**config.mk**
```make
export PLATFORM = sky130hd
export DESIGN_NAME = midpoint_ellipse_rasterizer_core
export DESIGN_NICKNAME = d
export VERILOG_FILES = /design/src/rtl/mer_pkg.sv /design/src/rtl/midpoint_ellipse_rasterizer_core.sv
export VERILOG_INCLUDE_DIRS = /design/src /design/src/rtl
export SDC_FILE = /design/constraint.sdc
export NUM_CORES = 2
export LEC_CHECK = 0
export BUFFER_PORTS_ARGS = -buffer_cell sky130_fd_sc_hd__buf_2
export CORE_MARGIN = 2
export CORE_UTILIZATION = 55
export CTS_BUF_LIST = sky130_fd_sc_hd__clkbuf_16
export CTS_CLUSTER_DIAMETER = 80
export DETAILED_ROUTE_END_ITERATION = 6
export PLACE_DENSITY = 0.71
export SLEW_MARGIN = 10
export SYNTH_ARGS = -nofsm -noshare
export SYNTH_HDL_FRONTEND = slang
export SYNTH_SLANG_ARGS = --single-unit
```
**constraint.sdc**
```tcl
create_clock -name aclk -period 11.6 [get_ports aclk]
set_input_delay 1.16 -clock aclk [delete_from_list [all_inputs] [get_ports aclk]]
set_output_delay 1.16 -clock aclk [all_outputs]
set_load 0.01 [all_outputs]
```
**src/rtl/midpoint_ellipse_rasterizer_core_defines.svh**
```systemverilog
// Assertion macros shared by the rasterizer RTL.
`ifndef MIDPOINT_ELLIPSE_RASTERIZER_CORE_DEFINES_SVH
`define MIDPOINT_ELLIPSE_RASTERIZER_CORE_DEFINES_SVH

// Same-cycle implication, disabled while reset is asserted.
`define MER_ASSERT_NOW(label, clk, rstn, ante, cons, msg) \
    label: assert property (@(posedge clk) disable iff (!(rstn)) (ante) |-> (cons)) \
        else $error(msg);

// Next-cycle implication, disabled while reset is asserted.
`define MER_ASSERT_NEXT(label, clk, rstn, ante, cons, msg) \
    label: assert property (@(posedge clk) disable iff (!(rstn)) (ante) |=> (cons)) \
        else $error(msg);

`endif

```
**src/rtl/mer_pkg.sv**
```systemverilog
package mer_pkg;

    localparam int COORD_BITS_DEF = 11;

    localparam logic MODE_START   = 1'b0;
    localparam logic MODE_ADVANCE = 1'b1;

    typedef enum logic [3:0] {
        ST_IDLE,
        ST_SQ_A,
        ST_SQ_B,
        ST_START_T,
        ST_START_INIT,
        ST_R1_MA,
        ST_R1_MB,
        ST_R1_UPD,
        ST_R1_END_M,
        ST_R1_END,
        ST_R2_MA,
        ST_R2_MB,
        ST_R2_UPD,
        ST_EMIT
    } seq_state_t;

    typedef enum logic [1:0] {
        RG_IDLE = 2'd0,
        RG_ONE  = 2'd1,
        RG_TWO  = 2'd2
    } region_t;

endpackage

```
**src/rtl/midpoint_ellipse_rasterizer_core.sv**
```systemverilog
// A start item runs ST_SQ_A, ST_SQ_B, ST_START_T and ST_START_INIT, then ST_EMIT;
// a region step runs its MA, MB and UPD states, then ST_EMIT (or ST_IDLE when region 2
// has no step left); closing region 1 adds ST_R1_END_M and ST_R1_END before ST_EMIT.
// Items are taken one at a time; every product uses the single shared multiplier.
// Reset (aresetn low, synchronous): sequencer idle, no figure active, output empty.
`include "midpoint_ellipse_rasterizer_core_defines.svh"

module midpoint_ellipse_rasterizer_core #(
    parameter int COORD_BITS = mer_pkg::COORD_BITS_DEF,
    localparam int IN_TDATA_W  = ((4 * COORD_BITS + 7) / 8) * 8,
    localparam int OUT_W       = COORD_BITS + 2,
    localparam int OUT_TDATA_W = ((4 * OUT_W + 7) / 8) * 8
) (
    input  logic                   aclk,
    input  logic                   aresetn,

    input  logic                   s_tvalid,
    output logic                   s_tready,
    // center_x, center_y, corner_x, corner_y (lowest first)
    input  logic [IN_TDATA_W-1:0]  s_tdata,
    // mode
    input  logic [0:0]             s_tuser,

    output logic                   m_tvalid,
    input  logic                   m_tready,
    // x_plus, x_minus, y_plus, y_minus (lowest first)
    output logic [OUT_TDATA_W-1:0] m_tdata,
    // final_group
    output logic                   m_tlast
);

    localparam int C      = COORD_BITS;
    localparam int OFF_W  = C + 1;
    localparam int A_W    = 2 * C;
    localparam int B_W    = C + 2;
    localparam int PROD_W = A_W + B_W;
    localparam int DEC_W  = 4 * C;

    mer_pkg::seq_state_t state_reg, state_next;
    mer_pkg::region_t    region_reg, region_next;

    logic [C-1:0]      cx_reg, cx_next;
    logic [C-1:0]      cy_reg, cy_next;
    logic [C-1:0]      rx_reg, rx_next;
    logic [C-1:0]      ry_reg, ry_next;
    logic [OFF_W-1:0]  ox_reg, ox_next;
    logic [OFF_W-1:0]  oy_reg, oy_next;
    logic [A_W-1:0]    a_reg, a_next;
    logic [A_W-1:0]    b_reg, b_next;
    logic [PROD_W-1:0] t1_reg, t1_next;
    logic [PROD_W-1:0] prod_reg, prod_next;
    logic signed [DEC_W-1:0] dec_reg, dec_next;
    logic              final_reg, final_next;

    logic                   m_tvalid_reg, m_tvalid_next;
    logic                   m_tlast_reg, m_tlast_next;
    logic [OUT_TDATA_W-1:0] m_tdata_reg, m_tdata_next;

    logic [A_W-1:0] mul_a;
    logic [B_W-1:0] mul_b;
    logic           s_accept;
    logic           out_load;

    logic [C-1:0] in_cx, in_cy, in_kx, in_ky;
    logic         in_mode;

    logic signed [DEC_W-1:0] a_ext, b_ext, t1_ext, prod_ext, tb_ext;
    logic                    dec_neg;
    logic                    r1_go, r2_go, r1_end_can, r2_next_can;
    logic [PROD_W-1:0]       q2_new;
    logic [OFF_W-1:0]        ox_step;
    logic [OUT_W-1:0]        x_plus, x_minus, y_plus, y_minus;

    assign in_cx   = s_tdata[C-1:0];
    assign in_cy   = s_tdata[2*C-1:C];
    assign in_kx   = s_tdata[3*C-1:2*C];
    assign in_ky   = s_tdata[4*C-1:3*C];
    assign in_mode = s_tuser[0];

    assign s_accept = s_tvalid && s_tready;

    // Shared multiplier, registered every cycle
    assign prod_next = PROD_W'(mul_a) * PROD_W'(mul_b);

    assign a_ext    = signed'(DEC_W'(a_reg));
    assign b_ext    = signed'(DEC_W'(b_reg));
    assign t1_ext   = signed'(DEC_W'(t1_reg));
    assign prod_ext = signed'(DEC_W'(prod_reg));
    assign dec_neg  = dec_reg[DEC_W-1];

    // b*(ox-1) = prod - b in region 2; a*(oy-1) = t1 - a in region 1
    assign tb_ext = dec_neg ? (t1_ext <<< 3) : ((t1_ext - a_ext) <<< 3);

    assign r1_go      = (oy_reg != '0) && (t1_reg >= prod_reg);
    assign r2_go      = (ox_reg != '0) && (t1_reg < prod_reg);
    assign r1_end_can = (rx_reg != '0) && (PROD_W'(a_reg) < prod_reg);
    assign ox_step    = dec_neg ? ox_reg : ox_reg - OFF_W'(1);
    assign q2_new     = dec_neg ? prod_reg : prod_reg - PROD_W'(b_reg);
    assign r2_next_can = (ox_step != '0)
                      && (({1'b0, t1_reg} + (PROD_W + 1)'(a_reg)) < {1'b0, q2_new});

    // Next state
    always_comb begin
        state_next = state_reg;
        unique case (state_reg)
            mer_pkg::ST_IDLE: begin
                if (s_accept) begin
                    if (in_mode == mer_pkg::MODE_START) begin
                        state_next = mer_pkg::ST_SQ_A;
                    end else begin
                        case (region_reg)
                            mer_pkg::RG_ONE: state_next = mer_pkg::ST_R1_MA;
                            mer_pkg::RG_TWO: state_next = mer_pkg::ST_R2_MA;
                            default:         state_next = mer_pkg::ST_IDLE;
                        endcase
                    end
                end
            end
            mer_pkg::ST_SQ_A:       state_next = mer_pkg::ST_SQ_B;
            mer_pkg::ST_SQ_B:       state_next = mer_pkg::ST_START_T;
            mer_pkg::ST_START_T:    state_next = mer_pkg::ST_START_INIT;
            mer_pkg::ST_START_INIT: state_next = mer_pkg::ST_EMIT;
            mer_pkg::ST_R1_MA:      state_next = mer_pkg::ST_R1_MB;
            mer_pkg::ST_R1_MB:      state_next = mer_pkg::ST_R1_UPD;
            mer_pkg::ST_R1_UPD: begin
                state_next = r1_go ? mer_pkg::ST_EMIT : mer_pkg::ST_R1_END_M;
            end
            mer_pkg::ST_R1_END_M:   state_next = mer_pkg::ST_R1_END;
            mer_pkg::ST_R1_END:     state_next = mer_pkg::ST_EMIT;
            mer_pkg::ST_R2_MA:      state_next = mer_pkg::ST_R2_MB;
            mer_pkg::ST_R2_MB:      state_next = mer_pkg::ST_R2_UPD;
            mer_pkg::ST_R2_UPD: begin
                state_next = r2_go ? mer_pkg::ST_EMIT : mer_pkg::ST_IDLE;
            end
            mer_pkg::ST_EMIT: begin
                if (out_load) begin
                    state_next = mer_pkg::ST_IDLE;
                end
            end
            default: state_next = mer_pkg::ST_IDLE;
        endcase
    end

    // Sequencer outputs: multiplier operands and handshake controls
    always_comb begin
        mul_a    = '0;
        mul_b    = '0;
        s_tready = 1'b0;
        out_load = 1'b0;
        unique case (state_reg)
            mer_pkg::ST_IDLE: s_tready = 1'b1;
            mer_pkg::ST_SQ_A: begin
                mul_a = A_W'(rx_reg);
                mul_b = B_W'(rx_reg);
            end
            mer_pkg::ST_SQ_B: begin
                mul_a = A_W'(ry_reg);
                mul_b = B_W'(ry_reg);
            end
            mer_pkg::ST_START_T: begin
                mul_a = a_reg;
                mul_b = B_W'(ry_reg);
            end
            mer_pkg::ST_R1_MA: begin
                mul_a = a_reg;
                mul_b = B_W'(oy_reg);
            end
            mer_pkg::ST_R1_MB: begin
                mul_a = b_reg;
                mul_b = B_W'(ox_reg) + B_W'(1);
            end
            mer_pkg::ST_R1_END_M: begin
                mul_a = b_reg;
                mul_b = B_W'(rx_reg);
            end
            mer_pkg::ST_R2_MA: begin
                mul_a = a_reg;
                mul_b = B_W'(oy_reg) + B_W'(1);
            end
            mer_pkg::ST_R2_MB: begin
                mul_a = b_reg;
                mul_b = B_W'(ox_reg);
            end
            mer_pkg::ST_EMIT: out_load = !m_tvalid_reg || m_tready;
            default: begin
            end
        endcase
    end

    // Datapath
    always_comb begin
        cx_next     = cx_reg;
        cy_next     = cy_reg;
        rx_next     = rx_reg;
        ry_next     = ry_reg;
        ox_next     = ox_reg;
        oy_next     = oy_reg;
        a_next      = a_reg;
        b_next      = b_reg;
        t1_next     = t1_reg;
        dec_next    = dec_reg;
        final_next  = final_reg;
        region_next = region_reg;
        case (state_reg)
            mer_pkg::ST_IDLE: begin
                if (s_accept && in_mode == mer_pkg::MODE_START) begin
                    cx_next = in_cx;
                    cy_next = in_cy;
                    rx_next = (in_kx >= in_cx) ? in_kx - in_cx : in_cx - in_kx;
                    ry_next = (in_ky >= in_cy) ? in_ky - in_cy : in_cy - in_ky;
                end
            end
            mer_pkg::ST_SQ_B:    a_next = prod_reg[A_W-1:0];
            mer_pkg::ST_START_T: b_next = prod_reg[A_W-1:0];
            mer_pkg::ST_START_INIT: begin
                dec_next    = (b_ext <<< 2) - (prod_ext <<< 2) + a_ext;
                ox_next     = '0;
                oy_next     = OFF_W'(ry_reg);
                region_next = mer_pkg::RG_ONE;
                final_next  = 1'b0;
            end
            mer_pkg::ST_R1_MB: t1_next = prod_reg;
            mer_pkg::ST_R1_UPD: begin
                if (r1_go) begin
                    ox_next    = ox_reg + OFF_W'(1);
                    final_next = 1'b0;
                    if (dec_neg) begin
                        dec_next = dec_reg + (prod_ext <<< 3) + (b_ext <<< 2);
                    end else begin
                        oy_next  = oy_reg - OFF_W'(1);
                        dec_next = dec_reg + (prod_ext <<< 3) - tb_ext + (b_ext <<< 2);
                    end
                end
            end
            mer_pkg::ST_R1_END: begin
                ox_next     = OFF_W'(rx_reg);
                oy_next     = '0;
                dec_next    = (a_ext <<< 2) - (prod_ext <<< 2) + b_ext;
                final_next  = !r1_end_can;
                region_next = r1_end_can ? mer_pkg::RG_TWO : mer_pkg::RG_IDLE;
            end
            mer_pkg::ST_R2_MB: t1_next = prod_reg;
            mer_pkg::ST_R2_UPD: begin
                if (!r2_go) begin
                    region_next = mer_pkg::RG_IDLE;
                end else begin
                    oy_next = oy_reg + OFF_W'(1);
                    ox_next = ox_step;
                    if (dec_neg) begin
                        dec_next = dec_reg + (t1_ext <<< 3) + (a_ext <<< 2);
                    end else begin
                        dec_next = dec_reg + (t1_ext <<< 3)
                                 - ((prod_ext - b_ext) <<< 3) + (a_ext <<< 2);
                    end
                    final_next  = !r2_next_can;
                    region_next = r2_next_can ? mer_pkg::RG_TWO : mer_pkg::RG_IDLE;
                end
            end
            default: begin
            end
        endcase
    end

    // Output register
    assign x_plus  = OUT_W'(cx_reg) + OUT_W'(ox_reg);
    assign x_minus = OUT_W'(cx_reg) - OUT_W'(ox_reg);
    assign y_plus  = OUT_W'(cy_reg) + OUT_W'(oy_reg);
    assign y_minus = OUT_W'(cy_reg) - OUT_W'(oy_reg);

    always_comb begin
        m_tvalid_next = m_tvalid_reg;
        m_tdata_next  = m_tdata_reg;
        m_tlast_next  = m_tlast_reg;
        if (out_load) begin
            m_tvalid_next = 1'b1;
            m_tdata_next  = OUT_TDATA_W'({y_minus, y_plus, x_minus, x_plus});
            m_tlast_next  = final_reg;
        end else if (m_tready) begin
            m_tvalid_next = 1'b0;
        end
    end

    always_ff @(posedge aclk) begin
        if (!aresetn) begin
            state_reg    <= mer_pkg::ST_IDLE;
            region_reg   <= mer_pkg::RG_IDLE;
            m_tvalid_reg <= 1'b0;
        end else begin
            state_reg    <= state_next;
            region_reg   <= region_next;
            m_tvalid_reg <= m_tvalid_next;
        end
    end

    always_ff @(posedge aclk) begin
        cx_reg      <= cx_next;
        cy_reg      <= cy_next;
        rx_reg      <= rx_next;
        ry_reg      <= ry_next;
        ox_reg      <= ox_next;
        oy_reg      <= oy_next;
        a_reg       <= a_next;
        b_reg       <= b_next;
        t1_reg      <= t1_next;
        prod_reg    <= prod_next;
        dec_reg     <= dec_next;
        final_reg   <= final_next;
        m_tdata_reg <= m_tdata_next;
        m_tlast_reg <= m_tlast_next;
    end

    assign m_tvalid = m_tvalid_reg;
    assign m_tdata  = m_tdata_reg;
    assign m_tlast  = m_tlast_reg;

    // An advance with no figure active is dropped without work
    `MER_ASSERT_NEXT(a_idle_advance, aclk, aresetn, s_accept && in_mode == mer_pkg::MODE_ADVANCE && region_reg == mer_pkg::RG_IDLE, state_reg == mer_pkg::ST_IDLE, "advance with no figure started work")
    // Region 2 is only held while a step in x remains
    `MER_ASSERT_NOW(a_r2_offset, aclk, aresetn, region_reg == mer_pkg::RG_TWO && state_reg == mer_pkg::ST_IDLE, ox_reg != '0, "region 2 held with zero x offset")
    // Region 2 update only runs on an active region-2 figure
    `MER_ASSERT_NOW(a_r2_upd_region, aclk, aresetn, state_reg == mer_pkg::ST_R2_UPD, region_reg == mer_pkg::RG_TWO, "region 2 update outside region 2")
    // A new result appears only out of the emit step
    `MER_ASSERT_NOW(a_emit_src, aclk, aresetn, $rose(m_tvalid_reg), $past(state_reg) == mer_pkg::ST_EMIT, "result loaded outside emit step")

endmodule

```
==> out/qor.txt <==
Worst Hold Class -> flip-flop to flip-flop
Setup repair after global routing missed its margin -> false
CTS tree -> built
Clk slew on worst S/H paths -> 0.06 ns
Hold path startpoint -> final_reg$_DFFE_PP_
Worst Hold Endpoint -> m_tlast$_DFFE_PP_
Setup CP Type -> flip-flop to flip-flop
Post-CTS Setup Bufs -> 0
Sequential-to-total area share from yosys stat -> 16.9%
Vias in the first global route -> 41,914
Final setup vio count -> 0
Crit-path leading delay family -> adder cells
Setup WS pre-CTS -> 1.65 ns
Outcome -> complete, but fails checks
Flop and latch count out of synthesis -> 284
Buf/Inv on CP -> 4
ANT nets after route -> 0
Max-Cap Viols -> 0
Slew Limit Headroom -> 23.4%
Synth Area per Inst -> 8.33 um^2
Post-synth EDFFs -> 242
Final hold violations -> 0
Worst Hold Depth -> 0
Reg2reg end -> prod_reg[34]$_DFF_P_
Count of different cell masters after synthesis -> 113
PortBufs -> 103
Worst reg2reg startpoint -> state_reg[1]$_SDFFE_PN0P_
Post-synthesis cell area -> 48,000 um^2
Failing checks -> DRC
HPWL Detailed -> 129 mm
Vias per cell -> 6.23
Clock Path Buffers -> 3
Starting Density -> 55.4%
Die Span X -> 299 um
Synth Warn # -> 0
Power Density -> 191 nW/um^2
Peak supply drop -> 0.000228 V
Pin count of the biggest net entering global routing -> 121
Antenna violations before repair -> 2
Worst-margin pin slew -> 1.15 ns
R2r worst-path depth -> 31
Fraction of registers with async set/reset -> 0%
Slew Limit Fails -> 0
Crit path largest cell delay -> 0.79 ns
Total power -> 0.00971 W
Max reg flops -> 50
Post-route setup TNS -> 0 ns
Final Skew -> 0.0435 ns
Final worst-path cycle share -> 87.0%
Latest clock arrival within the worst-skew pair -> 0.60 ns
I/O Pins -> 112
Leak pwr -> 23.1 nW
Arrival @ worst endpoint -> 10.62 ns
Sink Count -> 284
Filler instances -> 7,977
Full die area -> 89,700 um^2
Placeable Area -> 86,600 um^2
Final #Nets -> 6,728
Global placement routability congestion -> 1.01
Routed wire length -> 159 mm
Router iterations before antenna repair -> 7
Critical path required time -> 12.12 ns
Num CTS Buffers -> 35
CP dominant cell by count -> fa_1
R2R setup slack -> 1.51 ns
Mapped Cells -> 5,765
Final Critical Period -> 10.09 ns
DRC -> 10
Crit end category -> flip-flop
H-tree depth -> 2
Total GRT Usage -> 34.7%
Clock root buffer -> clkbuf_16
Fraction of layout cells with a size suffix above 1 -> 5.19%
Layout area overhead -> 5.83%
Final setup margin -> 1.51 ns
CP Launch Type -> flip-flop
Worst hold margin -> 0.430 ns
GRT overflow -> 0
DRT iter0 DRCs -> 4,379
Post-cts sizing count -> 0
First-pass GRT wire length -> 242 mm
Peak Freq -> 99.1 MHz
Max FO, Critical Path -> 21
Avg WL per Cell -> 22.9 um
Main synth FF type -> edfxtp_1
Slowest CP cell -> nor2_1
Row cnt -> 108
Cts hold-fix bufs -> 0
Die Y-Extent -> 299 um
Via count -> 43,238
[layout make-up]
cell class / count / area, um^2 / area share, %
Timing Repair Buffer: 162 / 971 / 1.91
Sequential cell: 284 / 8110 / 16.0
Clock inverter: 28 / 254 / 0.500
Antenna cell: 2 / 5.00 / 0.00985
Multi-Input combinational cell: 4696 / 37000 / 72.7
Tap cell: 1155 / 1450 / 2.84
Clock buffer: 36 / 901 / 1.77
Inverter: 579 / 2170 / 4.28
[metrics by stage]
stage,instance area (um^2),util (%),std cells
2_1_floorplan,48000,-,5768
3_3_place_gp,49600,57.3,6876
3_5_place_dp,49600,57.3,6876
4_1_cts,50800,58.7,6940
5_1_grt,50800,58.7,6942
6_report,50800,58.7,6942
[power by group]
| group | internal, W | switching (W) |
|---|---|---|
| registers | 0.00128 | 0.000165 |
| clock network | 0.000639 | 0.000498 |
| logic | 0.00276 | 0.00436 |
[layer usage]
| metal | part of all wire (%) | GRT usage [%] | vias up | wire, um |
|---|---|---|---|---|
| met5 | 0 | 0 | - | 0 |
| met2 | 45 | 55.5 | 1780 | 70800 |
| met3 | 9.1 | 4.99 | 314 | 14500 |
| met1 | 42 | 47.7 | 20874 | 67200 |
| met4 | 4.1 | 13.0 | 0 | 6460 |
| li1 | - | - | 20270 | - |
[Yosys cell counts (19+ instances only)]
cell	number	area share, %
inv_1	574	4.5
and3_1	34	0.44
a21oi_1	484	5.0
and2_1	56	0.73
clkbuf_1	174	1.4
nor2_1	450	3.5
edfxtp_1	242	15
dfxtp_1	42	1.8
a211oi_1	40	0.63
a211o_1	25	0.46
nor4_1	28	0.36
nand2_1	474	3.7
fa_1	282	12
xor2_1	170	3.1
nand2b_1	90	1.2
or3_1	23	0.30
o21ai_0	278	2.9
xnor2_1	381	7.0
a21o_1	215	3.4
o21bai_1	97	1.5
o21a_1	64	1.0
a22oi_1	41	0.64
o211ai_1	35	0.55
nand3_1	90	0.94
a221oi_1	19	0.35
mux2i_1	37	0.77
o31ai_1	21	0.33
o22ai_1	34	0.44
a222oi_1	19	0.40
nand4_1	73	0.95
ha_1	635	17
a31oi_1	37	0.48
nor2b_1	84	1.1
nor3_1	91	0.95
[layout by cell type (no fill, tap or decap), types with 25 or more instances in the layout]
cell type	Yosys	final
and3_1	34	34
nor3_1	91	88
and2_1	56	56
a21oi_1	484	484
a31oi_1	37	37
a22oi_1	41	41
a211oi_1	40	40
clkbuf_16	0	36
nor4_1	28	28
inv_1	574	580
nand4_1	73	73
xor2_1	170	170
nand3_1	90	89
dfxtp_1	42	42
o21bai_1	97	97
nand2b_1	90	90
ha_1	635	635
o21a_1	64	64
o22ai_1	34	34
nor2b_1	84	82
buf_2	8	103
xnor2_1	381	381
buf_4	9	58
o211ai_1	35	35
edfxtp_1	242	242
a21o_1	215	215
o21ai_0	278	275
nand2_1	474	474
mux2i_1	37	37
fa_1	282	282
a211o_1	25	25
nor2_1	450	446
[how the worst max path moves through the flow]
stage	startpoint	to	slack [ns]	cells after the start
after detailed placement	state_reg[1]$_SDFFE_PN0P_	prod_reg[34]$_DFF_P_	1.65	31
after global placement	state_reg[1]$_SDFFE_PN0P_	prod_reg[34]$_DFF_P_	1.74	31
after floorplan	state_reg[2]$_SDFFE_PN0P_	prod_reg[34]$_DFF_P_	3.08	33
after global routing	state_reg[1]$_SDFFE_PN0P_	prod_reg[32]$_DFF_P_	1.01	31
final	state_reg[1]$_SDFFE_PN0P_	prod_reg[34]$_DFF_P_	1.51	31
after CTS	state_reg[1]$_SDFFE_PN0P_	prod_reg[34]$_DFF_P_	1.60	31
[logic make-up (layout without fill, tap and decap cells)]
logic type      count (synthesis)  after routing  synth area share, %
mux                            45             45                0.959
compound gates               1585           1585                 21.5
flops                         284            284                 16.9
buf+inv                       788            805                 6.34
other cells                     1              6              0.00781
xor+xnor                      552            552                 10.1
fa+ha+maj                     917            917                 28.3
simple gates                 1593           1593                 15.9
(Power assumes the default switching activity.)
